**config.mk**
```make
export PLATFORM = sky130hd
export DESIGN_NAME = dual_stepper_step_generator_unit
export DESIGN_NICKNAME = d
export VERILOG_FILES = /design/src/hdl/dss_pkg.sv /design/src/hdl/dss_front.sv /design/src/hdl/dss_divider.sv /design/src/hdl/dss_back.sv /design/src/hdl/dual_stepper_step_generator_unit.sv
export SDC_FILE = /design/constraint.sdc
export NUM_CORES = 1
export LEC_CHECK = 0
export BUFFER_PORTS_ARGS = -buffer_cell sky130_fd_sc_hd__buf_2
export CAP_MARGIN = 5
export CORE_UTILIZATION = 54
export CTS_CLUSTER_SIZE = 20
export DETAILED_ROUTE_END_ITERATION = 10
export GPL_TIMING_DRIVEN = 0
export PLACE_DENSITY_LB_ADDON = 0.2
export SKIP_LAST_GASP = 1
export SYNTH_ARGS = -nofsm -noshare
export SYNTH_HDL_FRONTEND = slang
export SYNTH_HIERARCHICAL = 1
export SYNTH_SLANG_ARGS = --single-unit
export TNS_END_PERCENT = 10
```
**constraint.sdc**
```tcl
create_clock -name aclk -period 8.2 [get_ports aclk]
set_input_delay 1.64 -clock aclk [delete_from_list [all_inputs] [get_ports aclk]]
set_output_delay 1.64 -clock aclk [all_outputs]
set_load 0.005 [all_outputs]
```
**src/hdl/dss_pkg.sv**
```systemverilog
// ----------------------------------------------------------------------------
// dss_pkg
// Shared types, constants and the dither ranking for the dual stepper
// step generator.
// ----------------------------------------------------------------------------
package dss_pkg;

    localparam int SPEED_W    = 16;
    localparam int MAXS_W     = 15;
    localparam int ACC_W      = 8;
    localparam int RATE_W     = 16;
    localparam int CNT_W      = 16;
    localparam int SUB_PERIODS = 8;
    localparam int IDX_W      = 3;
    localparam int EXTRA_W    = 3;
    localparam int DIV_W      = RATE_W + EXTRA_W;
    localparam int CFG_ADDR_W = 2;
    localparam int CFG_DATA_W = 16;

    localparam logic [CNT_W-1:0] IDLE_PERIOD = '1;

    typedef enum logic [CFG_ADDR_W-1:0] {
        REG_SPEED_CAP  = 2'd0,
        REG_ACCEL_STEP = 2'd1,
        REG_RATE_NUM   = 2'd2,
        REG_REVERSE    = 2'd3
    } cfg_reg_t;

    typedef enum logic {
        FUNC_SET_SPEED = 1'b0,
        FUNC_TICK      = 1'b1
    } func_t;

    typedef enum logic {
        ST_IDLE,
        ST_DIV
    } back_state_t;

    typedef struct packed {
        logic                      is_tick;
        logic                      motor;
        logic signed [SPEED_W-1:0] target;
    } dss_cmd_t;

    typedef struct packed {
        logic              start;
        logic [DIV_W-1:0]  dividend;
        logic [SPEED_W-1:0] divisor;
    } dss_div_req_t;

    typedef struct packed {
        logic             busy;
        logic [DIV_W-1:0] quotient;
    } dss_div_status_t;

    // position of a sub-period in the lengthening order 1,5,3,7,0,4,2
    function automatic logic [IDX_W-1:0] dither_rank(input logic [IDX_W-1:0] k);
        logic [IDX_W-1:0] r;
        unique case (k)
            3'd0: r = 3'd4;
            3'd1: r = 3'd0;
            3'd2: r = 3'd6;
            3'd3: r = 3'd2;
            3'd4: r = 3'd5;
            3'd5: r = 3'd1;
            3'd6: r = 3'd7;
            3'd7: r = 3'd3;
            default: r = 3'd7;
        endcase
        return r;
    endfunction

endpackage

```
**src/hdl/dss_front.sv**
```systemverilog
// ----------------------------------------------------------------------------
// dss_front
// Accepts input transactions, clamps set-speed targets and queues the
// decoded commands for the back end.
// ----------------------------------------------------------------------------
module dss_front import dss_pkg::*; (
    input  logic                      aclk,
    input  logic                      aresetn,
    input  logic                      s_valid,
    output logic                      s_ready,
    input  logic                      s_func,
    input  logic                      s_motor,
    input  logic signed [SPEED_W-1:0] s_speed,
    input  logic [MAXS_W-1:0]         speed_cap,
    output logic                      cmd_valid,
    input  logic                      cmd_pop,
    output dss_cmd_t                  cmd
);

    localparam int QUEUE_DEPTH = 2;
    localparam int PTR_W       = $clog2(QUEUE_DEPTH);
    localparam int FILL_W      = $clog2(QUEUE_DEPTH + 1);

    dss_cmd_t              queue_reg [QUEUE_DEPTH];
    logic [PTR_W-1:0]      wr_ptr_reg, rd_ptr_reg;
    logic [FILL_W-1:0]     fill_reg;
    logic                  push, pop;
    logic signed [SPEED_W-1:0] lim, lim_neg;
    dss_cmd_t              dec;

    // clamp target to the configured limit
    always_comb begin
        lim          = signed'({1'b0, speed_cap});
        lim_neg      = -lim;
        dec.is_tick  = (func_t'(s_func) == FUNC_TICK);
        dec.motor    = s_motor;
        if (s_speed > lim) begin
            dec.target = lim;
        end else if (s_speed < lim_neg) begin
            dec.target = lim_neg;
        end else begin
            dec.target = s_speed;
        end
    end

    assign s_ready   = (fill_reg != FILL_W'(QUEUE_DEPTH));
    assign cmd_valid = (fill_reg != '0);
    assign cmd       = queue_reg[rd_ptr_reg];
    assign push      = s_valid && s_ready;
    assign pop       = cmd_valid && cmd_pop;

    always_ff @(posedge aclk) begin
        if (!aresetn) begin
            wr_ptr_reg <= '0;
            rd_ptr_reg <= '0;
            fill_reg   <= '0;
        end else begin
            if (push) begin
                wr_ptr_reg <= wr_ptr_reg + 1'b1;
            end
            if (pop) begin
                rd_ptr_reg <= rd_ptr_reg + 1'b1;
            end
            if (push && !pop) begin
                fill_reg <= fill_reg + 1'b1;
            end else if (pop && !push) begin
                fill_reg <= fill_reg - 1'b1;
            end
        end
    end

    always_ff @(posedge aclk) begin
        if (push) begin
            queue_reg[wr_ptr_reg] <= dec;
        end
    end

endmodule

```
**src/hdl/dss_divider.sv**
```systemverilog
// ----------------------------------------------------------------------------
// dss_divider
// Restoring radix-2 divider, one quotient bit per cycle. The dividend is the
// rate numerator shifted by three, so the low quotient bits are the eighths.
// ----------------------------------------------------------------------------
module dss_divider import dss_pkg::*; (
    input  logic            aclk,
    input  logic            aresetn,
    input  dss_div_req_t    req,
    output dss_div_status_t status
);

    localparam int STEP_W = $clog2(DIV_W + 1);

    logic                busy_reg;
    logic [STEP_W-1:0]   step_reg;
    logic [SPEED_W-1:0]  rem_reg, rem_next;
    logic [DIV_W-1:0]    quo_reg, quo_next;
    logic [SPEED_W-1:0]  dvs_reg;
    logic [SPEED_W:0]    rem_shift, rem_sub;
    logic                ge;

    always_comb begin
        rem_shift = {rem_reg, quo_reg[DIV_W-1]};
        ge        = (rem_shift >= {1'b0, dvs_reg});
        rem_sub   = rem_shift - {1'b0, dvs_reg};
        rem_next  = ge ? rem_sub[SPEED_W-1:0] : rem_shift[SPEED_W-1:0];
        quo_next  = {quo_reg[DIV_W-2:0], ge};
    end

    assign status.busy     = busy_reg;
    assign status.quotient = quo_reg;

    always_ff @(posedge aclk) begin
        if (!aresetn) begin
            busy_reg <= 1'b0;
            step_reg <= '0;
        end else if (req.start) begin
            busy_reg <= 1'b1;
            step_reg <= STEP_W'(DIV_W);
        end else if (busy_reg) begin
            step_reg <= step_reg - 1'b1;
            if (step_reg == STEP_W'(1)) begin
                busy_reg <= 1'b0;
            end
        end
    end

    always_ff @(posedge aclk) begin
        if (req.start) begin
            rem_reg <= '0;
            quo_reg <= req.dividend;
            dvs_reg <= req.divisor;
        end else if (busy_reg) begin
            rem_reg <= rem_next;
            quo_reg <= quo_next;
        end
    end

endmodule

```
**src/hdl/dss_back.sv**
```systemverilog
// ----------------------------------------------------------------------------
// dss_back
// Executes queued commands: per-motor tick lanes, speed ramping and period
// fill through the divider, and the result output register.
// ----------------------------------------------------------------------------
module dss_back import dss_pkg::*; #(
    parameter int MOTOR_COUNT = 2
) (
    input  logic                      aclk,
    input  logic                      aresetn,
    input  logic                      cmd_valid,
    output logic                      cmd_pop,
    input  dss_cmd_t                  cmd,
    input  logic [ACC_W-1:0]          accel_step,
    input  logic [RATE_W-1:0]         rate_numerator,
    input  logic                      reverse_direction,
    output dss_div_req_t              div_req,
    input  dss_div_status_t           div_status,
    output logic                      m_valid,
    input  logic                      m_ready,
    output logic                      m_step_first,
    output logic                      m_step_second,
    output logic                      m_dir_first,
    output logic                      m_dir_second,
    output logic                      m_drivers_disabled,
    output logic signed [SPEED_W-1:0] m_speed_first,
    output logic signed [SPEED_W-1:0] m_speed_second
);

    back_state_t state_reg, state_next;

    logic signed [SPEED_W-1:0] speed_reg  [MOTOR_COUNT];
    logic signed [SPEED_W-1:0] speed_next [MOTOR_COUNT];
    logic                      dirm_reg   [MOTOR_COUNT];
    logic                      dirm_next  [MOTOR_COUNT];
    logic                      stop_reg   [MOTOR_COUNT];
    logic                      stop_next  [MOTOR_COUNT];
    logic [CNT_W-1:0]          base_reg   [MOTOR_COUNT];
    logic [CNT_W-1:0]          base_next  [MOTOR_COUNT];
    logic [EXTRA_W-1:0]        extra_reg  [MOTOR_COUNT];
    logic [EXTRA_W-1:0]        extra_next [MOTOR_COUNT];
    logic [CNT_W-1:0]          cnt_reg    [MOTOR_COUNT];
    logic [CNT_W-1:0]          cnt_next   [MOTOR_COUNT];
    logic [IDX_W-1:0]          idx_reg    [MOTOR_COUNT];
    logic [IDX_W-1:0]          idx_next   [MOTOR_COUNT];
    logic                      pin_reg    [MOTOR_COUNT];
    logic                      pin_next   [MOTOR_COUNT];
    logic                      step_vec   [MOTOR_COUNT];
    logic                      dis_reg, dis_next;
    logic                      cur_motor_reg;

    logic                      m_valid_reg;
    logic                      step0_reg, step1_reg, dir0_reg, dir1_reg, dis_out_reg;
    logic signed [SPEED_W-1:0] spd0_reg, spd1_reg;

    logic                      sec_step, sec_pin;
    logic signed [SPEED_W-1:0] sec_speed;

    logic                      out_free, motor_ok;
    logic                      do_tick, do_set, do_fill, load_out;
    logic signed [SPEED_W:0]   tg, sp, acc, diff, nv;
    logic [SPEED_W-1:0]        mag, mag_sel;
    logic [CNT_W-1:0]          period, cnt_inc;
    logic                      longer, all_zero;

    assign out_free = !m_valid_reg || m_ready;
    assign motor_ok = (int'(cmd.motor) < MOTOR_COUNT);

    // sequencer
    always_comb begin
        state_next = state_reg;
        cmd_pop    = 1'b0;
        do_tick    = 1'b0;
        do_set     = 1'b0;
        do_fill    = 1'b0;
        load_out   = 1'b0;
        unique case (state_reg)
            ST_IDLE: begin
                if (cmd_valid) begin
                    if (cmd.is_tick) begin
                        if (out_free) begin
                            cmd_pop  = 1'b1;
                            do_tick  = 1'b1;
                            load_out = 1'b1;
                        end
                    end else if (motor_ok) begin
                        cmd_pop    = 1'b1;
                        do_set     = 1'b1;
                        state_next = ST_DIV;
                    end else if (out_free) begin
                        cmd_pop  = 1'b1;
                        load_out = 1'b1;
                    end
                end
            end
            ST_DIV: begin
                if (!div_status.busy && out_free) begin
                    do_fill    = 1'b1;
                    load_out   = 1'b1;
                    state_next = ST_IDLE;
                end
            end
            default: state_next = ST_IDLE;
        endcase
    end

    // motor lanes
    always_comb begin
        mag_sel  = '0;
        all_zero = 1'b1;
        for (int m = 0; m < MOTOR_COUNT; m++) begin
            speed_next[m] = speed_reg[m];
            dirm_next[m]  = dirm_reg[m];
            stop_next[m]  = stop_reg[m];
            base_next[m]  = base_reg[m];
            extra_next[m] = extra_reg[m];
            cnt_next[m]   = cnt_reg[m];
            idx_next[m]   = idx_reg[m];
            pin_next[m]   = pin_reg[m];
            step_vec[m]   = 1'b0;

            // ramp toward the clamped target
            tg   = (SPEED_W+1)'(cmd.target);
            sp   = (SPEED_W+1)'(speed_reg[m]);
            acc  = signed'({{(SPEED_W+1-ACC_W){1'b0}}, accel_step});
            diff = tg - sp;
            if (diff > acc) begin
                nv = sp + acc;
            end else if (diff < -acc) begin
                nv = sp - acc;
            end else begin
                nv = tg;
            end
            mag = nv[SPEED_W-1] ? SPEED_W'(-nv) : nv[SPEED_W-1:0];
            if (do_set && (int'(cmd.motor) == m)) begin
                speed_next[m] = nv[SPEED_W-1:0];
                mag_sel       = mag;
            end

            if (do_fill && (int'(cur_motor_reg) == m)) begin
                if (speed_reg[m] == '0) begin
                    stop_next[m] = 1'b1;
                end else begin
                    stop_next[m]  = 1'b0;
                    dirm_next[m]  = speed_reg[m][SPEED_W-1] ^ reverse_direction;
                    base_next[m]  = div_status.quotient[DIV_W-1:EXTRA_W];
                    extra_next[m] = div_status.quotient[EXTRA_W-1:0];
                end
            end

            // tick counter against the current sub-period
            longer  = (dither_rank(idx_reg[m]) < extra_reg[m]);
            period  = stop_reg[m] ? IDLE_PERIOD
                                  : base_reg[m] + {{(CNT_W-1){1'b0}}, longer};
            cnt_inc = cnt_reg[m] + 1'b1;
            if (do_tick) begin
                if (cnt_inc >= period) begin
                    cnt_next[m] = '0;
                    if (!stop_reg[m]) begin
                        pin_next[m] = dirm_reg[m];
                        idx_next[m] = idx_reg[m] + 1'b1;
                        step_vec[m] = 1'b1;
                    end
                end else begin
                    cnt_next[m] = cnt_inc;
                end
            end

            if (speed_next[m] != '0) begin
                all_zero = 1'b0;
            end
        end
        dis_next = do_set ? all_zero : dis_reg;
    end

    assign div_req.start    = do_set;
    assign div_req.dividend = {rate_numerator, {EXTRA_W{1'b0}}};
    assign div_req.divisor  = mag_sel;

    if (MOTOR_COUNT > 1) begin : g_second
        assign sec_step  = step_vec[1];
        assign sec_pin   = pin_next[1];
        assign sec_speed = speed_next[1];
    end else begin : g_no_second
        assign sec_step  = 1'b0;
        assign sec_pin   = 1'b0;
        assign sec_speed = '0;
    end

    always_ff @(posedge aclk) begin
        if (!aresetn) begin
            state_reg   <= ST_IDLE;
            m_valid_reg <= 1'b0;
            dis_reg     <= 1'b0;
            for (int m = 0; m < MOTOR_COUNT; m++) begin
                speed_reg[m] <= '0;
                dirm_reg[m]  <= 1'b0;
                stop_reg[m]  <= 1'b1;
                cnt_reg[m]   <= '0;
                idx_reg[m]   <= '0;
                pin_reg[m]   <= 1'b0;
            end
        end else begin
            state_reg <= state_next;
            dis_reg   <= dis_next;
            if (load_out) begin
                m_valid_reg <= 1'b1;
            end else if (m_ready) begin
                m_valid_reg <= 1'b0;
            end
            for (int m = 0; m < MOTOR_COUNT; m++) begin
                speed_reg[m] <= speed_next[m];
                dirm_reg[m]  <= dirm_next[m];
                stop_reg[m]  <= stop_next[m];
                cnt_reg[m]   <= cnt_next[m];
                idx_reg[m]   <= idx_next[m];
                pin_reg[m]   <= pin_next[m];
            end
        end
    end

    always_ff @(posedge aclk) begin
        for (int m = 0; m < MOTOR_COUNT; m++) begin
            base_reg[m]  <= base_next[m];
            extra_reg[m] <= extra_next[m];
        end
        if (do_set) begin
            cur_motor_reg <= cmd.motor;
        end
        if (load_out) begin
            step0_reg   <= step_vec[0];
            step1_reg   <= sec_step;
            dir0_reg    <= pin_next[0];
            dir1_reg    <= sec_pin;
            dis_out_reg <= dis_next;
            spd0_reg    <= speed_next[0];
            spd1_reg    <= sec_speed;
        end
    end

    assign m_valid            = m_valid_reg;
    assign m_step_first       = step0_reg;
    assign m_step_second      = step1_reg;
    assign m_dir_first        = dir0_reg;
    assign m_dir_second       = dir1_reg;
    assign m_drivers_disabled = dis_out_reg;
    assign m_speed_first      = spd0_reg;
    assign m_speed_second     = spd1_reg;

endmodule

```
**src/hdl/dual_stepper_step_generator_unit.sv**
```systemverilog
// a tick transaction reaches the result through the command queue and the
// result register; a set-speed passes ramp, 19-step divider and fill
// throughput: one tick per cycle unless the result side stalls; a set-speed
// holds the back end in ST_DIV until the one-bit-per-cycle divider is done;
// a 2-entry queue decouples the input. reset: aresetn is synchronous active
// low; control and config registers return to defaults with no clearing pass
// ----------------------------------------------------------------------------
// dual_stepper_step_generator_unit
// Two-motor stepper step-pulse generator with fractional period dither.
// ----------------------------------------------------------------------------
module dual_stepper_step_generator_unit import dss_pkg::*; #(
    parameter int MOTOR_COUNT = 2
) (
    input  logic                      aclk,
    input  logic                      aresetn,
    input  logic                      cfg_we,
    input  logic [CFG_ADDR_W-1:0]     cfg_addr,
    input  logic [CFG_DATA_W-1:0]     cfg_wdata,
    input  logic                      s_valid,
    output logic                      s_ready,
    input  logic                      s_func,
    input  logic                      s_motor,
    input  logic signed [SPEED_W-1:0] s_speed,
    output logic                      m_valid,
    input  logic                      m_ready,
    output logic                      m_step_first,
    output logic                      m_step_second,
    output logic                      m_dir_first,
    output logic                      m_dir_second,
    output logic                      m_drivers_disabled,
    output logic signed [SPEED_W-1:0] m_speed_first,
    output logic signed [SPEED_W-1:0] m_speed_second
);

    logic [MAXS_W-1:0] speed_cap_reg;
    logic [ACC_W-1:0]  accel_step_reg;
    logic [RATE_W-1:0] rate_num_reg;
    logic              reverse_reg;

    logic              cmd_valid, cmd_pop;
    dss_cmd_t          cmd;
    dss_div_req_t      div_req;
    dss_div_status_t   div_status;

    always_ff @(posedge aclk) begin
        if (!aresetn) begin
            speed_cap_reg  <= MAXS_W'(500);
            accel_step_reg <= ACC_W'(4);
            rate_num_reg   <= RATE_W'(1000);
            reverse_reg    <= 1'b0;
        end else if (cfg_we) begin
            unique case (cfg_reg_t'(cfg_addr))
                REG_SPEED_CAP:  speed_cap_reg  <= cfg_wdata[MAXS_W-1:0];
                REG_ACCEL_STEP: accel_step_reg <= cfg_wdata[ACC_W-1:0];
                REG_RATE_NUM:   rate_num_reg   <= cfg_wdata[RATE_W-1:0];
                REG_REVERSE:    reverse_reg    <= cfg_wdata[0];
                default:        ;
            endcase
        end
    end

    dss_front u_front (
        .aclk      (aclk),
        .aresetn   (aresetn),
        .s_valid   (s_valid),
        .s_ready   (s_ready),
        .s_func    (s_func),
        .s_motor   (s_motor),
        .s_speed   (s_speed),
        .speed_cap (speed_cap_reg),
        .cmd_valid (cmd_valid),
        .cmd_pop   (cmd_pop),
        .cmd       (cmd)
    );

    dss_divider u_div (
        .aclk    (aclk),
        .aresetn (aresetn),
        .req     (div_req),
        .status  (div_status)
    );

    dss_back #(
        .MOTOR_COUNT (MOTOR_COUNT)
    ) u_back (
        .aclk               (aclk),
        .aresetn            (aresetn),
        .cmd_valid          (cmd_valid),
        .cmd_pop            (cmd_pop),
        .cmd                (cmd),
        .accel_step         (accel_step_reg),
        .rate_numerator     (rate_num_reg),
        .reverse_direction  (reverse_reg),
        .div_req            (div_req),
        .div_status         (div_status),
        .m_valid            (m_valid),
        .m_ready            (m_ready),
        .m_step_first       (m_step_first),
        .m_step_second      (m_step_second),
        .m_dir_first        (m_dir_first),
        .m_dir_second       (m_dir_second),
        .m_drivers_disabled (m_drivers_disabled),
        .m_speed_first      (m_speed_first),
        .m_speed_second     (m_speed_second)
    );

endmodule

```
Word level (Yosys, flattened, before mapping)
Memory sizes are Yosys's and may differ from the RTL's. A register that Yosys moved wholly into a read port is not among the register bits.
Index checks and enable logic that the tools add are counted.
{"block": "totals", "ram_bits": 150, "reg_bits": 142, "output_inout_bits": 39, "memories": 11, "mem_bits_ro": 48, "elab_cells": 218}
{"name": "u_front.queue_reg", "depth": 2, "word_bits": 18, "read_ports": 1, "rd_ports_with_merged_regs": 1, "wr": 1, "line_no": "dss_front.sv:24", "rtl": "dss_cmd_t queue_reg [QUEUE_DEPTH];"}
{"name": "u_back.base_reg", "depth": 2, "word_bits": 16, "read_ports": 2, "rd_ports_with_merged_regs": 0, "wr": 2, "line_no": "dss_back.sv:38", "rtl": "logic [CNT_W-1:0] base_reg [MOTOR_COUNT];"}
{"name": "u_back.cnt_reg", "depth": 2, "word_bits": 16, "read_ports": 2, "rd_ports_with_merged_regs": 0, "wr": 2, "line_no": "dss_back.sv:42", "rtl": "logic [CNT_W-1:0] cnt_reg [MOTOR_COUNT];"}
{"name": "u_back.speed_reg", "depth": 2, "word_bits": 16, "read_ports": 2, "rd_ports_with_merged_regs": 0, "wr": 2, "line_no": "dss_back.sv:32", "rtl": "logic signed [SPEED_W-1:0] speed_reg [MOTOR_COUNT];"}
{"name": "(name not given)", "depth": 8, "word_bits": 3, "read_ports": 1, "rd_ports_with_merged_regs": 0, "wr": 0, "line_no": "dss_pkg.sv:59", "rtl": "unique case (k)"}
{"name": "(name not given)", "depth": 8, "word_bits": 3, "read_ports": 1, "rd_ports_with_merged_regs": 0, "wr": 0, "line_no": "dss_pkg.sv:59"}
{"name": "5 more memories"}
{"block": "classes", "eq_ne": 5, "bitwise_logic": 18, "mux": 96, "add_sub_neg": 22, "reduce_logical": 30, "n_lt_le_gt_ge": 11}
{"operator": "$mux 16", "n": 27}
{"operator": "$mux 1", "n": 49}
{"operator": "$mux 19", "n": 2}
{"operator": "$mux 3", "n": 12}
{"operator": "$gt 17x9->1", "n": 2}
{"operator": "$lt 17x17->1", "n": 2}
{"operator": "$sub 16x16->17", "n": 2}
{"operator": "$add 16x1->16", "n": 2}
{"operator": "$add 16x1->16 const B", "n": 2}
{"operator": "$add 16x9->16", "n": 2}
{"operator": "$ge 16x16->1", "n": 2}
{"operator": "$logic_not 16->1", "n": 2}
{"operator": "$neg 16->16", "n": 2}
{"operator": "$reduce_bool 16->1", "n": 2}
{"operator": "$sub 16x9->16", "n": 2}
{"operator": "$ge 17x16->1", "n": 1}
{"operator": "$neg 8->17", "n": 1}
{"operator": "$gt 16x16->1", "n": 1}
{"operator": "$lt 16x16->1", "n": 1}
{"operator": "$neg 15->16", "n": 1}
{"operator": "$sub 16x16->16", "n": 1}
{"operator": "$or 1x1->1", "n": 12}
{"operator": "$reduce_and 2->1", "n": 6}
{"operator": "$mux 5", "n": 2}
{"operator": "other kinds (20)", "n": 44}

Depth between registers and ports, before layout
Gate-level depths: netlist (run 1).
{"block": "depth", "ltp_word": 10, "mapped_depth": 27}

Modules after synthesis
Netlist (run 1), hierarchy kept.
{"mod": "dss_back", "area_each_um2": 15085.7, "seq_area_each_um2": 3863.7, "cells_each": 1848, "n_inst": 1}
{"mod": "dss_divider", "area_each_um2": 3359.5, "seq_area_each_um2": 1491.4, "cells_each": 320, "n_inst": 1}
{"mod": "dss_front", "area_each_um2": 3064.2, "seq_area_each_um2": 1181.1, "cells_each": 296, "n_inst": 1}
{"mod": "dual_stepper_step_generator_unit", "area_each_um2": 1625.3, "seq_area_each_um2": 800.8, "cells_each": 165, "n_inst": 1}

Least setup slack after synthesis (run 1)
No wires, ideal clock.
{"block": "synth_timing", "kind": "register -> register", "from": "reg (tool-made name)", "to": "reg u_div.dvs_reg[14] (data pin)", "path_buffers": 5, "setup_time_ps": 261, "path_stages_with_launch": 26, "synth_period_minus_slack_ps": 6212, "t_arrival_ps": 5951, "setup_slack_ps": 1988, "path_cell_list": "dfxtp_1 -> clkbuf_1 -> clkbuf_1 -> mux2_2 -> ha_1 -> a21o_1 -> o21ba_1 -> o221ai_1 -> or3_1 -> and2_1 -> ha_1 -> a21o_1 -> a2111oi_0 -> o2bb2ai_1 -> a311o_1 -> clkbuf_1 -> clkbuf_1 -> mux2i_1 -> nand2_1 -> o21ai_0 -> ha_1 -> and2_1 -> clkbuf_1 -> nand4_1 -> mux2_1 -> a221o_1"}
{"element": "end signal: assignment", "line_no": "dss_divider.sv:53", "rtl": "dvs_reg <= req.divisor;"}
{"element": "end: declaration", "line_no": "dss_divider.sv:19", "rtl": "logic [SPEED_W-1:0] dvs_reg;"}

==> results of run 1 <==
power breakdown:
| group | leakage, nW | total (mW) | switching, mW | internal, mW |
|---|---|---|---|---|
| sequential | 2.56 | 2.21 | 0.228 | 1.98 |
| clock | 0.565 | 1.53 | 0.618 | 0.911 |
| combinational | 7.35 | 5.57 | 3.48 | 2.09 |
| total | 10.5 | 9.31 | 4.33 | 4.98 |
layout make-up:
type,instances,share of cell area [%]
clock buffers,46,3.86
inverters,142,2.10
multi-input cells,2059,57.3
flip-flops and latches,293,28.9
well taps,539,2.66
plain buffers,137,2.94
clock inverters,15,0.596
repair buffers,78,1.67
layer usage:
layer / part of all wire [%] / track usage, % / wire, um
met1: 45 / 43.2 / 30800
met2: 46 / 51.7 / 31800
met3: 6.2 / 2.84 / 4290
met4: 3.0 / 9.96 / 2070
met5: 0 / 0 / 0
Yosys cell counts (75+ instances only):
cell type	number	share of area, %
sky130_fd_sc_hd__a21oi_1	143	3.1
sky130_fd_sc_hd__clkbuf_1	80	1.3
sky130_fd_sc_hd__dfxtp_1	146	13
sky130_fd_sc_hd__edfxtp_1	147	19
sky130_fd_sc_hd__ha_1	209	11
sky130_fd_sc_hd__inv_1	135	2.2
sky130_fd_sc_hd__mux2i_1	78	3.4
sky130_fd_sc_hd__nand2_1	226	3.7
sky130_fd_sc_hd__nand3_1	75	1.6
sky130_fd_sc_hd__nor2_1	228	3.7
sky130_fd_sc_hd__o21ai_0	114	2.5
sky130_fd_sc_hd__xnor2_1	125	4.7
critical path, cell delays in order (launching register included):
cell and delay, ns:
sky130_fd_sc_hd__dfxtp_1 0.31, sky130_fd_sc_hd__clkbuf_1 0.42, sky130_fd_sc_hd__clkbuf_2 0.36, sky130_fd_sc_hd__mux2_2 0.49, sky130_fd_sc_hd__ha_1 0.46, sky130_fd_sc_hd__nand2_1 0.15
sky130_fd_sc_hd__a21oi_1 0.27, sky130_fd_sc_hd__o22ai_1 0.19, sky130_fd_sc_hd__nor4_1 0.29, sky130_fd_sc_hd__or2_2 0.19, sky130_fd_sc_hd__clkinv_1 0.30, sky130_fd_sc_hd__ha_1 0.44
sky130_fd_sc_hd__inv_1 0.04, sky130_fd_sc_hd__a2111oi_0 0.37, sky130_fd_sc_hd__o2bb2ai_1 0.10, sky130_fd_sc_hd__a311o_1 0.48, sky130_fd_sc_hd__clkbuf_1 0.31, sky130_fd_sc_hd__clkbuf_1 0.32
sky130_fd_sc_hd__nand2_1 0.14, sky130_fd_sc_hd__o21ai_0 0.09, sky130_fd_sc_hd__mux2i_1 0.48, sky130_fd_sc_hd__o21ai_0 0.33, sky130_fd_sc_hd__nor4_4 0.39, sky130_fd_sc_hd__nand4_2 0.21
sky130_fd_sc_hd__o31ai_1 0.35
cells by family after synthesis:
| group | count (synthesis) | share of synthesized area (%) |
|---|---|---|
| AO/OA/AOI/OAI | 570 | 16.8 |
| flip-flops | 293 | 31.7 |
| buffers and inverters | 279 | 5.53 |
| adder cells (fa/ha/maj) | 216 | 11.9 |
| multiplexers | 127 | 5.76 |
| AND/OR/NAND/NOR | 959 | 21.3 |
| XOR/XNOR | 184 | 6.97 |
| other | 1 | 0.0162 |
final timing paths:
check,to,startpoint,slack [ns],cells after the start
worst min-delay path,rate_num_reg[10],rate_num_reg[10],0.46,2
worst max register to register,u_back/m_drivers_disabled,register,0.45,24
worst min register to register,rate_num_reg[10],rate_num_reg[10],0.46,2
worst max-delay path,u_back/m_drivers_disabled,register,0.45,24
==> qor_table.md, run 1 <==
| Step | Parameter | Reported |
|:---|:---|:---|
| clock tree | Clock tree from TritonCTS | yes |
| timing | Relative slew margins | 18.1% |
| clock tree | H-Tree Depth | 2 |
| grt | Via count of the first global-routing pass | 19.2k |
| critical path | Req. time, crit path | 8.52 ns |
| worst hold path | Worst hold path class | reg2reg |
| cells and area | Largest register FFs | 36 |
| critical path | Startpoint type of the worst setup path | register |
| grt | Wire length of the first global-routing pass | 108000 um |
| die | Number of ports placed on the die boundary | 80 |
| cells and area | Layout area overhead | 9.77% |
| die | Cell Rows | 75 |
| clock tree | Setup repair bufs after CTS | 0 |
| grt | Overflow after GRT | 0 |
| power and ir drop | Total power per unit cell area | 367 mW/mm2 |
| power and ir drop | Total power consumption of the routed design | 9.31 mW |
| timing | RSZ-0062 raised after global routing | no |
| clock tree | Number of buffers inserted for hold repair after clock tree synthesis | 0 |
| synth | Area of the mapped netlist | 0.0231 mm2 |
| timing | Sum of negative setup slack | 0 ns |
| clock tree | Maximum buffer depth of the clock tree | 3 |
| synth | Number of flops mapped to enable cells by yosys | 147 |
| clock tree | Resized Gates After CTS | 0 |
| grt | Pin count of the biggest net entering global routing | 38 |
| timing | Final worst path period share | 94.5% |
| timing | Fin crit period | 7.75 ns |
| clock tree | Inserted Clock Buffers | 34 |
| critical path | Crit Path Max Fanout | 10 |
| synth | Seq/Total Area, Yosys | 31.7% |
| synth | Main flop type after synthesis | sky130_fd_sc_hd__edfxtp_1 |
| synth | Async S/R FF share, synth | 0% |
| detailed routing | First DRT Iteration DRCs | 1897 |
| detailed routing | WL final | 69000 um |
| critical path | Kind of end point of the critical path | register |
| grt | Antenna violations before repair | 0 |
| timing | Final worst slack | 0.452 ns |
| cells and area | Antenna fix cells | 0 |
| cells and area | Commonest non-fill, non-tap cells in the layout | sky130_fd_sc_hd__nor2_1 (227), sky130_fd_sc_hd__nand2_1 (225), sky130_fd_sc_hd__ha_1 (209), sky130_fd_sc_hd__edfxtp_1 (147), sky130_fd_sc_hd__dfxtp_1 (146) |
| timing | Slew of the pin with the lowest slew margin | 1.21 ns |
| detailed routing | First drt pass iteration count | 8 |
| cells and area | Final cell utilization of the core | 60.3% |
| cells and area | Multi-input logic area | 0.0145 mm2 |
| cells and area | Layout Cells excl Fill | 3309 |
| timing | Total of endpoints with negative setup slack in the final report | 0 |
| grt | Aggregate global-route resource usage | 31.3% |
| placement | Dpl cells | 3248 |
| die | Die width | 209 um |
| placement | Placer congestion estimate | 0.959 |
| die | Vertical die dimension | 209 um |
| detailed routing | Number of vias in the routed layout | 20.4k |
| detailed routing | Average wire length per cell after detail routing | 20.8 um |
| synth | Number of instances in the synthesized netlist | 2629 |
| synth | Synthesis warning total | 6 |
| cells and area | Area of all placed cells without fillers | 0.0254 mm2 |
| placement | Pre-CTS setup slack | 0.508 ns |
| timing | Achievable frequency | 129 MHz |
| critical path | Arrival time of the worst setup path | 8.07 ns |
| placement | Total placed instance area | 0.0243 mm2 |
| cells and area | Storage element area | 0.00734 mm2 |
| cells and area | Fraction of layout cells with a size suffix above 1 | 11.0% |
| power and ir drop | Static leakage | 10.5 nW |
| detailed routing | Antenna-violating nets left | 0 |
| die | Die ar. | 0.0437 mm2 |
| outcome | Outcome | completed |
| run | Max-capacitance violation count | 0 |
| clock tree | TritonCTS sink count | 293 |
| placement | Post-DP HPWL | 54000 um |
| timing | Final Hold Viols | 0 |
| critical path | Crit Path Class | reg2reg |
| die | Area of the placeable core | 0.0421 mm2 |
| synth | Mapped Avg Cell Area | 8.80 um2 |
| cells and area | Fill cell total of the finished layout | 3664 |
| clock tree | Library cell used as clock root buffer | sky130_fd_sc_hd__clkbuf_16 |
| synth | Flop and latch count out of synthesis | 293 |
| cells and area | Most common library cell in the layout ignoring fill and taps | sky130_fd_sc_hd__nor2_1 |
| cells and area | Number of nets in the layout | 3002 |
| die | Initial core utilization | 54.9% |
| power and ir drop | Max VDD drop | 0.205 mV |
| clock tree | Clock slew seen by the registers of the worst setup and hold paths | 0.06 ns |
| detailed routing | Number of vias per cell | 6.15 |
| synth | Yosys cell types | 115 |
| placement | Port buffer count | 76 |
| timing | Final Hold Slack | 0.460 ns |
| timing | Final-report max-slew violation count | 0 |
| timing | Setup clock skew after layout | 0.0169 ns |
| clock tree | Skew-Pair Late Insertion Delay | 0.53 ns |
| detailed routing | DRC violation count after routing | 0 |
Note: power is estimated with default switching activity, not from simulation.
==> run 2: changes to the inputs <==
--- a/config.mk
+++ b/config.mk
@@ -5,9 +5,10 @@
 export SDC_FILE = /design/constraint.sdc
 export NUM_CORES = 1
 export LEC_CHECK = 0
+export ABC_AREA = 1
 export BUFFER_PORTS_ARGS = -buffer_cell sky130_fd_sc_hd__buf_2
 export CAP_MARGIN = 5
-export CORE_UTILIZATION = 54
+export CORE_UTILIZATION = 50
 export CTS_CLUSTER_SIZE = 20
 export DETAILED_ROUTE_END_ITERATION = 10
 export GPL_TIMING_DRIVEN = 0
==> run 2 against run 1 <==
  * Die area is 8.2% higher
  * Clock power is 14% higher
  * Critical path depth rose by 14
  * Global-route usage shrank 1.8 points
  * Synthesized cell count increased by 27%
  * Sequential share of layout area shrank 0.31 points
  * Core utilization fell by 3.9 points
  * Count of clock-buffer cells in the layout shrank 5
  * Maximum frequency grew 5.6%
  * Flip-flop and latch count unchanged
  * Setup slack improved by 0.41 ns
==> qor_table.md, run 2 <==
| Step | Parameter | Reported | Change |
|:---|:---|:---|:---|
| worst hold path | Count of cells along the worst hold path | 2 | unchanged |
| cells and area | Fraction of layout cells with a size suffix above 1 | 8.45% | was 11.0% |
| synth | Mapped Avg Cell Area | 6.95 um2 | was 8.80 um2 |
| timing | Total of endpoints with negative setup slack in the final report | 0 | unchanged |
| cells and area | Layout area overhead | 10.7% | was 9.77% |
| clock tree | Number of buffers inserted for hold repair after clock tree synthesis | 0 | unchanged |
| power and ir drop | Switching power of the nets | 5.34 mW | was 4.33 mW |
| cells and area | Largest register FFs | 36 | unchanged |
| power and ir drop | Switching power as a share of total power | 50.5% | was 46.5% |
| detailed routing | WL final | 69300 um | was 69000 um |
| clock tree | Inserted Clock Buffers | 35 | was 34 |
| synth | Number of flops mapped to enable cells by yosys | 147 | unchanged |
| critical path | Largest incremental delay on the critical path | 0.57 ns | was 0.49 ns |
| cells and area | Antenna fix cells | 0 | unchanged |
| critical path | Critical path buffer and inverter count | 9 | was 6 |
| synth | Seq/Total Area, Yosys | 31.6% | was 31.7% |
| clock tree | Clock slew seen by the registers of the worst setup and hold paths | 0.06 ns | about the same |
| worst hold path | Hold Crit Start | rate_num_reg[9] | was rate_num_reg[10] |
| critical path | Arrival time of the worst setup path | 7.60 ns | was 8.07 ns |
| placement | Post-DP HPWL | 55600 um | was 54000 um |
| clock tree | TritonCTS sink count | 293 | unchanged |
| clock tree | Resized Gates After CTS | 0 | unchanged |
| outcome | Outcome | completed | unchanged |
| synth | Xor/xnor share of the synthesized area | 4.04% | was 6.97% |
| critical path | Family with the most delay on the worst path | simple AND/OR/NAND/NOR gates | was compound AO/OA/AOI/OAI gates |
| placement | Placer congestion estimate | 0.967 | was 0.959 |
| grt | Overflow after GRT | 0 | unchanged |
| critical path | Crit Path Class | reg2reg | unchanged |
| detailed routing | Number of vias in the routed layout | 21.8k | was 20.4k |
| synth | Async S/R FF share, synth | 0% | unchanged |
| synth | Complex-gate fraction of the synthesized area | 8.67% | was 16.8% |
| grt | Via count of the first global-routing pass | 20.8k | was 19.2k |
| die | Die width | 217 um | was 209 um |
| synth | Main flop type after synthesis | sky130_fd_sc_hd__edfxtp_1 | unchanged |
| power and ir drop | Clock power share | 16.4% | about the same |
| clock tree | Library cell used as clock root buffer | sky130_fd_sc_hd__clkbuf_16 | unchanged |
| placement | Port buffer count | 77 | was 76 |
| cells and area | Number of nets in the layout | 3711 | was 3002 |
| synth | Yosys cell types | 56 | was 115 |
| timing | Sum of negative setup slack | 0 ns | unchanged |
| worst hold path | Worst hold path class | reg2reg | unchanged |
| detailed routing | Antenna-violating nets left | 0 | unchanged |
| die | Number of ports placed on the die boundary | 80 | unchanged |
| die | Cell Rows | 78 | was 75 |
| synth | Library cell occupying the most area in the post-synthesis netlist | sky130_fd_sc_hd__edfxtp_1 | unchanged |
| critical path | Setup slack of the worst register-to-register path | 0.87 ns | was 0.45 ns |
| clock tree | Setup repair bufs after CTS | 0 | unchanged |
| synth | Largest family of logic cells by synthesized area | simple AND/OR/NAND/NOR gates | unchanged |
| detailed routing | First DRT Iteration DRCs | 1658 | was 1897 |
| detailed routing | Number of vias per cell | 5.34 | was 6.15 |
| synth | Portion of netlist area occupied by mux cells | 0.874% | was 5.76% |
| critical path | Critical-path top delay cell | sky130_fd_sc_hd__xor2_2 | was sky130_fd_sc_hd__mux2_2 |
| synth | Simple-Gate Fraction of Synth Area | 32.3% | was 21.3% |
| synth | Leading cell type by number of instances after synthesis | sky130_fd_sc_hd__nand2_1 | was sky130_fd_sc_hd__nor2_1 |
| clock tree | H-Tree Depth | 2 | unchanged |
| detailed routing | First drt pass iteration count | 8 | unchanged |
| grt | Pin count of the biggest net entering global routing | 28 | was 38 |
| run | Max-capacitance violation count | 0 | unchanged |
| synth | Commonest cells post-synth | sky130_fd_sc_hd__nand2_1 (961), sky130_fd_sc_hd__inv_1 (487), sky130_fd_sc_hd__nand3_1 (291), sky130_fd_sc_hd__nor2_1 (263), sky130_fd_sc_hd__ha_1 (209) | was sky130_fd_sc_hd__nor2_1 (228), sky130_fd_sc_hd__nand2_1 (226), sky130_fd_sc_hd__ha_1 (209), sky130_fd_sc_hd__edfxtp_1 (147), sky130_fd_sc_hd__dfxtp_1 (146) |
| synth | Area of the mapped netlist | 0.0232 mm2 | was 0.0231 mm2 |
| die | Vertical die dimension | 217 um | was 209 um |
| critical path | Req. time, crit path | 8.46 ns | was 8.52 ns |
| critical path | Critical register-to-register path endpoint | u_div/dvs_reg[10] | was u_back/m_drivers_disabled |
| synth | Synthesis warning total | 6 | unchanged |
| critical path | Cells on worst reg2reg path | 38 | was 24 |
| power and ir drop | Relative contribution of sequential cells to total power | 21.6% | was 23.7% |
| critical path | Crit Path Max Fanout | 10 | unchanged |
| cells and area | Area of all placed cells without fillers | 0.0257 mm2 | was 0.0254 mm2 |
| cells and area | Most common library cell in the layout ignoring fill and taps | sky130_fd_sc_hd__nand2_1 | was sky130_fd_sc_hd__nor2_1 |
| timing | Final worst path period share | 89.4% | was 94.5% |
| synth | Flop and latch count out of synthesis | 293 | unchanged |
| critical path | CP dominant cell by count | sky130_fd_sc_hd__nand2_1 | was sky130_fd_sc_hd__clkbuf_1 |
| grt | Wire length of the first global-routing pass | 110000 um | was 108000 um |
| grt | Aggregate global-route resource usage | 29.5% | was 31.3% |
| power and ir drop | Total power per unit cell area | 412 mW/mm2 | was 367 mW/mm2 |
| placement | Total placed instance area | 0.0244 mm2 | was 0.0243 mm2 |
| timing | Setup clock skew after layout | 0.0300 ns | was 0.0169 ns |
| grt | Antenna violations before repair | 1 | was 0 |
| detailed routing | Average wire length per cell after detail routing | 17.0 um | was 20.8 um |
| timing | Slew of the pin with the lowest slew margin | 0.906 ns | was 1.21 ns |
| power and ir drop | Static leakage | 13.1 nW | was 10.5 nW |
| clock tree | Maximum buffer depth of the clock tree | 3 | unchanged |
| timing | Relative slew margins | 39.6% | was 18.1% |
| critical path | Kind of end point of the critical path | register | unchanged |
| die | Area of the placeable core | 0.0456 mm2 | was 0.0421 mm2 |
| cells and area | Commonest non-fill, non-tap cells in the layout | sky130_fd_sc_hd__nand2_1 (960), sky130_fd_sc_hd__inv_1 (487), sky130_fd_sc_hd__nand3_1 (291), sky130_fd_sc_hd__nor2_1 (261), sky130_fd_sc_hd__ha_1 (209) | was sky130_fd_sc_hd__nor2_1 (227), sky130_fd_sc_hd__nand2_1 (225), sky130_fd_sc_hd__ha_1 (209), sky130_fd_sc_hd__edfxtp_1 (147), sky130_fd_sc_hd__dfxtp_1 (146) |
| detailed routing | DRC violation count after routing | 0 | unchanged |
| cells and area | Final cell utilization of the core | 56.3% | was 60.3% |
| timing | Fin crit period | 7.33 ns | was 7.75 ns |
| clock tree | Clock tree from TritonCTS | yes | unchanged |
| die | Die ar. | 0.0472 mm2 | was 0.0437 mm2 |
| critical path | Startpoint type of the worst setup path | register | unchanged |
| die | Initial core utilization | 50.9% | was 54.9% |
| synth | Synth top area cells | sky130_fd_sc_hd__edfxtp_1 (19%), sky130_fd_sc_hd__nand2_1 (16%), sky130_fd_sc_hd__dfxtp_1 (13%), sky130_fd_sc_hd__ha_1 (11%), sky130_fd_sc_hd__inv_1 (7.9%) | was sky130_fd_sc_hd__edfxtp_1 (19%), sky130_fd_sc_hd__dfxtp_1 (13%), sky130_fd_sc_hd__ha_1 (11%), sky130_fd_sc_hd__xnor2_1 (4.7%), sky130_fd_sc_hd__nor2_1 (3.7%) |
| power and ir drop | Total power consumption of the routed design | 10.6 mW | was 9.31 mW |
| synth | Fraction of post-synthesis cell area in the top cell type by area | 19.0% | was 19.1% |
| synth | Area share of fa/ha/maj cells after synthesis | 11.9% | about the same |
| timing | RSZ-0062 raised after global routing | no | unchanged |
| clock tree | Skew-Pair Late Insertion Delay | 0.55 ns | was 0.53 ns |
| power and ir drop | Internal portion of total power | 5.24 mW | was 4.98 mW |
| synth | Number of instances in the synthesized netlist | 3335 | was 2629 |
| power and ir drop | Max VDD drop | 0.353 mV | was 0.205 mV |
| timing | Final Hold Viols | 0 | unchanged |
| timing | Achievable frequency | 136 MHz | was 129 MHz |
| worst hold path | Hold EP | rate_num_reg[9] | was rate_num_reg[10] |
| power and ir drop | Logic gate share of total power | 62.0% | was 59.8% |
| timing | Final-report max-slew violation count | 0 | unchanged |
[run 2: cell types whose count changed after synthesis, moves of 41 or more]
cell and delta:
sky130_fd_sc_hd__and3_1 -48, sky130_fd_sc_hd__a21oi_1 +41, sky130_fd_sc_hd__mux2i_1 -78, sky130_fd_sc_hd__nor2b_1 -46, sky130_fd_sc_hd__inv_1 +352, sky130_fd_sc_hd__and2_1 -44
sky130_fd_sc_hd__nand3_1 +216, sky130_fd_sc_hd__nand2_1 +735, sky130_fd_sc_hd__xnor2_1 -105
[run 2: worst max path at each step]
stage                                    to  slack [ns]  cells past startpoint
final                     u_div/dvs_reg[10]        0.87                     38
after global routing      u_div/dvs_reg[10]        0.06                     38
after CTS                 u_div/dvs_reg[10]        0.88                     38
after detailed placement  u_div/dvs_reg[10]        0.88                     38
after global placement    u_div/dvs_reg[10]        1.02                     38
after floorplan           u_div/dvs_reg[10]        2.72                     38
[run 2: cell type report]
class | count | area, um2
fill | 4398 | 19900
inverter | 497 | 1870
buffer | 102 | 596
tap | 600 | 751
timing repair buffer | 80 | 435
clock inverter | 22 | 352
multi-input combinational | 2445 | 13400
clock buffer | 41 | 930
sequential | 293 | 7340
[run 2: kinds of logic (layout without fill, tap and decap cells)]
| group | Yosys count | count (layout) |
|---|---|---|
| AND/OR/NAND/NOR | 1731 | 1731 |
| buffers and inverters | 599 | 742 |
| AO/OA/AOI/OAI | 373 | 373 |
| other | 1 | 3 |
| adder cells (fa/ha/maj) | 216 | 216 |
| multiplexers | 18 | 18 |
| XOR/XNOR | 104 | 104 |
| flip-flops | 293 | 293 |
[run 2: metrics by stage]
step / hold WS, ns / setup WS, ns / std cells
2_1_floorplan: 0.430 / 2.72 / 3337
6_report: 0.463 / 0.866 / 4080
5_1_grt: 0.481 / 0.0649 / 4080
3_5_place_dp: 0.444 / 0.883 / 4017
4_1_cts: 0.460 / 0.876 / 4080
3_3_place_gp: 0.452 / 1.02 / 4014
[run 2: power groups by stage]
| stage | Clock (mW) | Sequential (mW) | Combinational (mW) |
|---|---|---|---|
| 6_report | 1.74 | 2.29 | 6.57 |
| 2_1_floorplan | 0 | 2.24 | 4.68 |
| 3_3_place_gp | 0 | 2.31 | 6.30 |
| 4_1_cts | 1.77 | 2.29 | 6.48 |
| 5_1_grt | 1.82 | 2.32 | 7.39 |
| 3_5_place_dp | 0 | 2.31 | 6.45 |
[run 2: worst reg2reg max path, delay by kind of cell (launching register included)]
family,cells,cell delay (ns)
simple gates,19,2.10
compound gates,5,0.83
fa+ha+maj,3,0.93
flops,1,0.30
xor+xnor,1,0.57
buf+inv,9,1.81
mux,1,0.53
[run 2: per-layer routing]
layer  GRT usage [%]  vias to the layer above  part of all wire, %
li1                -                    11000                    -
met1            39.5                     9985                   45
met2            47.9                      638                   45
met3            4.61                      143                  6.0
met4            10.9                        2                  3.7
met5               0                        -                0.019
